==> src/assert_macros.svh <==
// ----------------------------------------------------------------------------
// Assertion macros
// Shared concurrent assertion shorthands for the redness mask block.
// ----------------------------------------------------------------------------
`ifndef ASSERT_MACROS_SVH
`define ASSERT_MACROS_SVH

// same-cycle implication
`define RMDB_ASSERT_IMP(lbl, clk, rst, ante, cons) \
   lbl: assert property (@(posedge clk) disable iff (rst) (ante) |-> (cons)) \
      else $error("rmdb assertion failed");

// next-cycle implication
`define RMDB_ASSERT_NXT(lbl, clk, rst, ante, cons) \
   lbl: assert property (@(posedge clk) disable iff (rst) (ante) |=> (cons)) \
      else $error("rmdb assertion failed");

`endif

==> src/rmdb_ram.sv <==
// ----------------------------------------------------------------------------
// rmdb_ram
// Generic single-write, single-read RAM with registered read data.
// ----------------------------------------------------------------------------
module rmdb_ram #(
   parameter int WIDTH = 8,
   parameter int DEPTH = 16,
   localparam int ADDR_W = $clog2(DEPTH)
) (
   input  logic              clock,
   input  logic              wr_en,
   input  logic [ADDR_W-1:0] wr_addr,
   input  logic [WIDTH-1:0]  wr_data,
   input  logic [ADDR_W-1:0] rd_addr,
   output logic [WIDTH-1:0]  rd_data
);

   logic [WIDTH-1:0] mem_ff [DEPTH];
   logic [WIDTH-1:0] rd_data_ff;

   always_ff @(posedge clock) begin
      if (wr_en) begin
         mem_ff[wr_addr] <= wr_data;
      end
      rd_data_ff <= mem_ff[rd_addr];
   end

   assign rd_data = rd_data_ff;

endmodule

==> config.mk <==
export PLATFORM = sky130hd
export DESIGN_NAME = rmdb_ram
export DESIGN_NICKNAME = d
export VERILOG_FILES = /design/src/assert_macros.svh /design/src/rmdb_ram.sv
export SDC_FILE = /design/constraint.sdc
export NUM_CORES = 1
export LEC_CHECK = 0
export ABC_AREA = 1
export BUFFER_PORTS_ARGS = -buffer_cell sky130_fd_sc_hd__buf_4
export CAP_MARGIN = 20
export CORE_ASPECT_RATIO = 1.1
export CORE_UTILIZATION = 65
export DETAILED_ROUTE_END_ITERATION = 10
export GPL_TIMING_DRIVEN = 0
export PLACE_DENSITY = 0.84
export SKIP_LAST_GASP = 1
export SYNTH_ARGS = -nofsm -noshare
export SYNTH_HDL_FRONTEND = slang
export SYNTH_SLANG_ARGS = --single-unit
==> constraint.sdc <==
create_clock -name clock -period 3.25 [get_ports clock]
set_input_delay 0.975 -clock clock [delete_from_list [all_inputs] [get_ports clock]]
set_output_delay 0.975 -clock clock [all_outputs]
set_load 0.005 [all_outputs]
; Yosys cells after proc, flatten, opt, wreduce, memory -nomap -nowiden
; Memories as Yosys holds them, arrays and structs flattened. A register that Yosys moved wholly into a read port is not among the register bits.
; Cells that the tools add are included.
[totals]
register_bits = 0
mem_bits_rw = 128
input_bits = 18
wordCells = 3
memories = 1
[mem_list]
columns = memory, words, width, read_ports, rd_ports_with_merged_regs, wr, line_no
row1 = mem_ff, 16, 8, 1, 1, 1, rmdb_ram.sv:18  ; logic [WIDTH-1:0] mem_ff [DEPTH];
[classes]
muxes = 2
[op_table]
columns = cell, count
row1 = 2-to-1 mux 1 bit, 2

; Depth between registers and ports, before layout
[depth]
depth_word = 2
depth_mapped = 8
mapped_depth_nobuf = 7

; Worst setup path before layout
; OpenSTA, ideal clock, no wires.
[synth_path]
path_kind = input to register
from = in wr_addr[2]
to = mem mem_ff[10][0], enable pin
arrival_ns = 1.556
setup_slack_ns = 1.324
cell_stages = 2
cell_sequence = nand3b_1 -> nor2_1
[synth_rtl]
columns = item, line_no
row1 = start: declaration, rmdb_ram.sv:12  ; input logic [ADDR_W-1:0] wr_addr,
row2 = end: declaration, rmdb_ram.sv:18
; Straight into the memory's write port.

; Worst setup path in the final report
[layout_path]
from = in wr_addr[1]
to = mem mem_ff[13][1], enable pin
; Straight into the memory's write port.

==> results.md <==
- Remaining antenna violation count: 0
- DRT Wirelength: 14.4 mm
- Fin. max-slew vios: 0
- Initial antenna violation count: 0
- Post-synthesis sequential area ratio: 69.4%
- RSZ-0062 raised after global routing: false
- Worst-path maximum fanout: 8
- Initial DRC count: 716
- Fin. Hold Viols: 0
- Drt drc: 0
- Status: finished, final reports clean
- Fmax: 0.501 GHz
- Critical path required time: 3.39 ns
- Post-synth ARST share: 0%
- Num ports: 26
- Port Buffers: 22
- Clk buf depth: 2
- Max H-tree Level: 4
- Worst reg-to-reg setup slack: 2.13 ns
- TNS Setup: 0 ns
- CTS sink count: 136
- Synthesized area: 5770 um^2
- VDD IR max: 0.469 mV
- Top cell type's share of synthesized area: 66.7%
- Worst setup SP type: input pin
- #FFs+latches synth: 136
- Cell taking the most area after synthesis: edfxtp_1
- Post-place instance area: 6070 um^2
- Count leader, synth: nand2_1
- Proportion of layout cells with a drive suffix above 1: 12.4%
- Drt via density: 5.79
- Pwr dens: 629 nW/um^2
- Reg clk slew, reported paths: 0.06 ns
- # nets final: 610
- Max-cap violations: 0
- Global-route usage over all layers: 34.1%
- Design Power: 4200 uW
- Clock root buffer: clkbuf_8
- Antenna Cells: 0
- Worst Setup End Kind: register
- Final Wtd Congestion: 0.899
- WP data arrival: 2.14 ns
- Via count: 4143
- Final Skew: 0.00777 ns
- Synth top area cells: edfxtp_1, nand2_1, nand3_1, inv_1, dfxtp_1
- Critical path type: input pin to register
- Leak: 0.00292 uW
- Grt ovf: 0
- DRT Pass-1 Iters: 5
- Setup bufs post-CTS: 0
- Pin slew with the least headroom to its limit: 1.06 ns
- Post-CTS Resized: 0
- Die X: 91.8 um
- Final Cell Area: 6670 um^2
- Largest net degree at the start of global routing: 17
- Syn Nets: 569
- CTS tree: done
- Mean routed wirelength per cell: 20.1 um
- Final setup fails: 0
- Primary FF master, synth: edfxtp_1
- Hold WC Path Type: register to register
- CTS Buf Count: 17
- First-pass GRT wire length: 22.1 mm
- Most frequent cells after synthesis: nand2_1, edfxtp_1, inv_1, nand3_1, nor2_1
- DP Wirelength: 8.21 mm
- Height of the die: 101 um
- Synth cell types: 12
- Die ar.: 9250 um^2
- Fin Hold WS: 0.709 ns
- Starting density of the core: 67.9%
- Final Util: 78.5%
- Number of synthesized flops with an enable pin: 128
- Layout area overhead: 15.7%
- Tcrit/Tclk final: 61.5%
- Synth Warn #: 0
- Syn avg cell area: 10.5 um^2
- Core area: 8500 um^2
- # rows: 35
- Worst-Skew Late Latency: 0.53 ns
- Fin crit period: 2.00 ns
- Cts hold-fix bufs: 0
- Slew margin rel.: 28.7%
- Cells after Synth: 551
- Vias in the first global route: 4048
area by class of cell:
cell class,count,area (um^2)
Sequential cell,136,4000
Fill cell,505,1820
Multi-Input combinational cell,289,1210
Clock buffer,19,422
Inverter,102,383
Clock inverter,13,179
Buffer,24,166
Timing Repair Buffer,22,165
Tap cell,111,139
power breakdown:
group,leakage [uW],switching [uW],internal (uW)
clock,0.000287,715,1240
combinational,0.00141,185,86.0
sequential,0.00122,11.2,1960
flip-flops by register name, summed over array words and instances, names as in the netlist:
name     count
mem_ff     128
rd_data      8
logic make-up after synthesis:
| logic type | synth area share (%) |
|---|---|
| buffers and inverters | 9.52 |
| DFF | 69.4 |
| and+or+nand+nor | 21.0 |
placed cells by master (no fill, tap or decap):
cell type and count:
clkbuf_16 16, buf_6 6, edfxtp_1 128, clkbuf_1 2
nand3b_1 2, dfxtp_1 8, clkinv_2 2, buf_4 26
buf_2 13, nand2_1 173, nand3_1 97, clkinv_4 3
bufinv_16 4, nor2_1 17, inv_1 100, clkbuf_8 1
clkinvlp_4 2, clkinv_1 2, buf_1 1, inv_2 2
worst paths after layout:
check	from	end	depth (start not counted)
hold reg to reg	mem_ff[1][1]	rd_data[1]	6
setup reg to reg	mem_ff[15][1]	rd_data[1]	6
setup / recovery	wr_addr[1]	mem_ff[13][1]	4
hold / removal	mem_ff[1][1]	rd_data[1]	6
layer usage:
layer / track usage [%] / routed length, um / vias to the layer above / part of all wire [%]
met5: 0 / 0 / - / 0
met4: 19.7 / 748 / 0 / 5.2
met3: 8.75 / 1730 / 75 / 12
met2: 52.6 / 6610 / 339 / 46
met1: 44.5 / 5290 / 1868 / 37
li1: - / - / 1861 / -
metrics by stage:
stage          std cells  worst slack [ns]
3_5_place_dp         684             0.815
6_report             716              1.25
4_1_cts              716              1.32
5_1_grt              716              1.28
2_1_floorplan        551              1.32
3_3_place_gp         684             0.829
worst max-delay path, stage by stage:
cell and delay (ns):
buf_4 0.12, inv_1 0.06, nand2_1 0.13, nor2_1 0.85
Note: power is estimated with default switching activity, not from simulation.
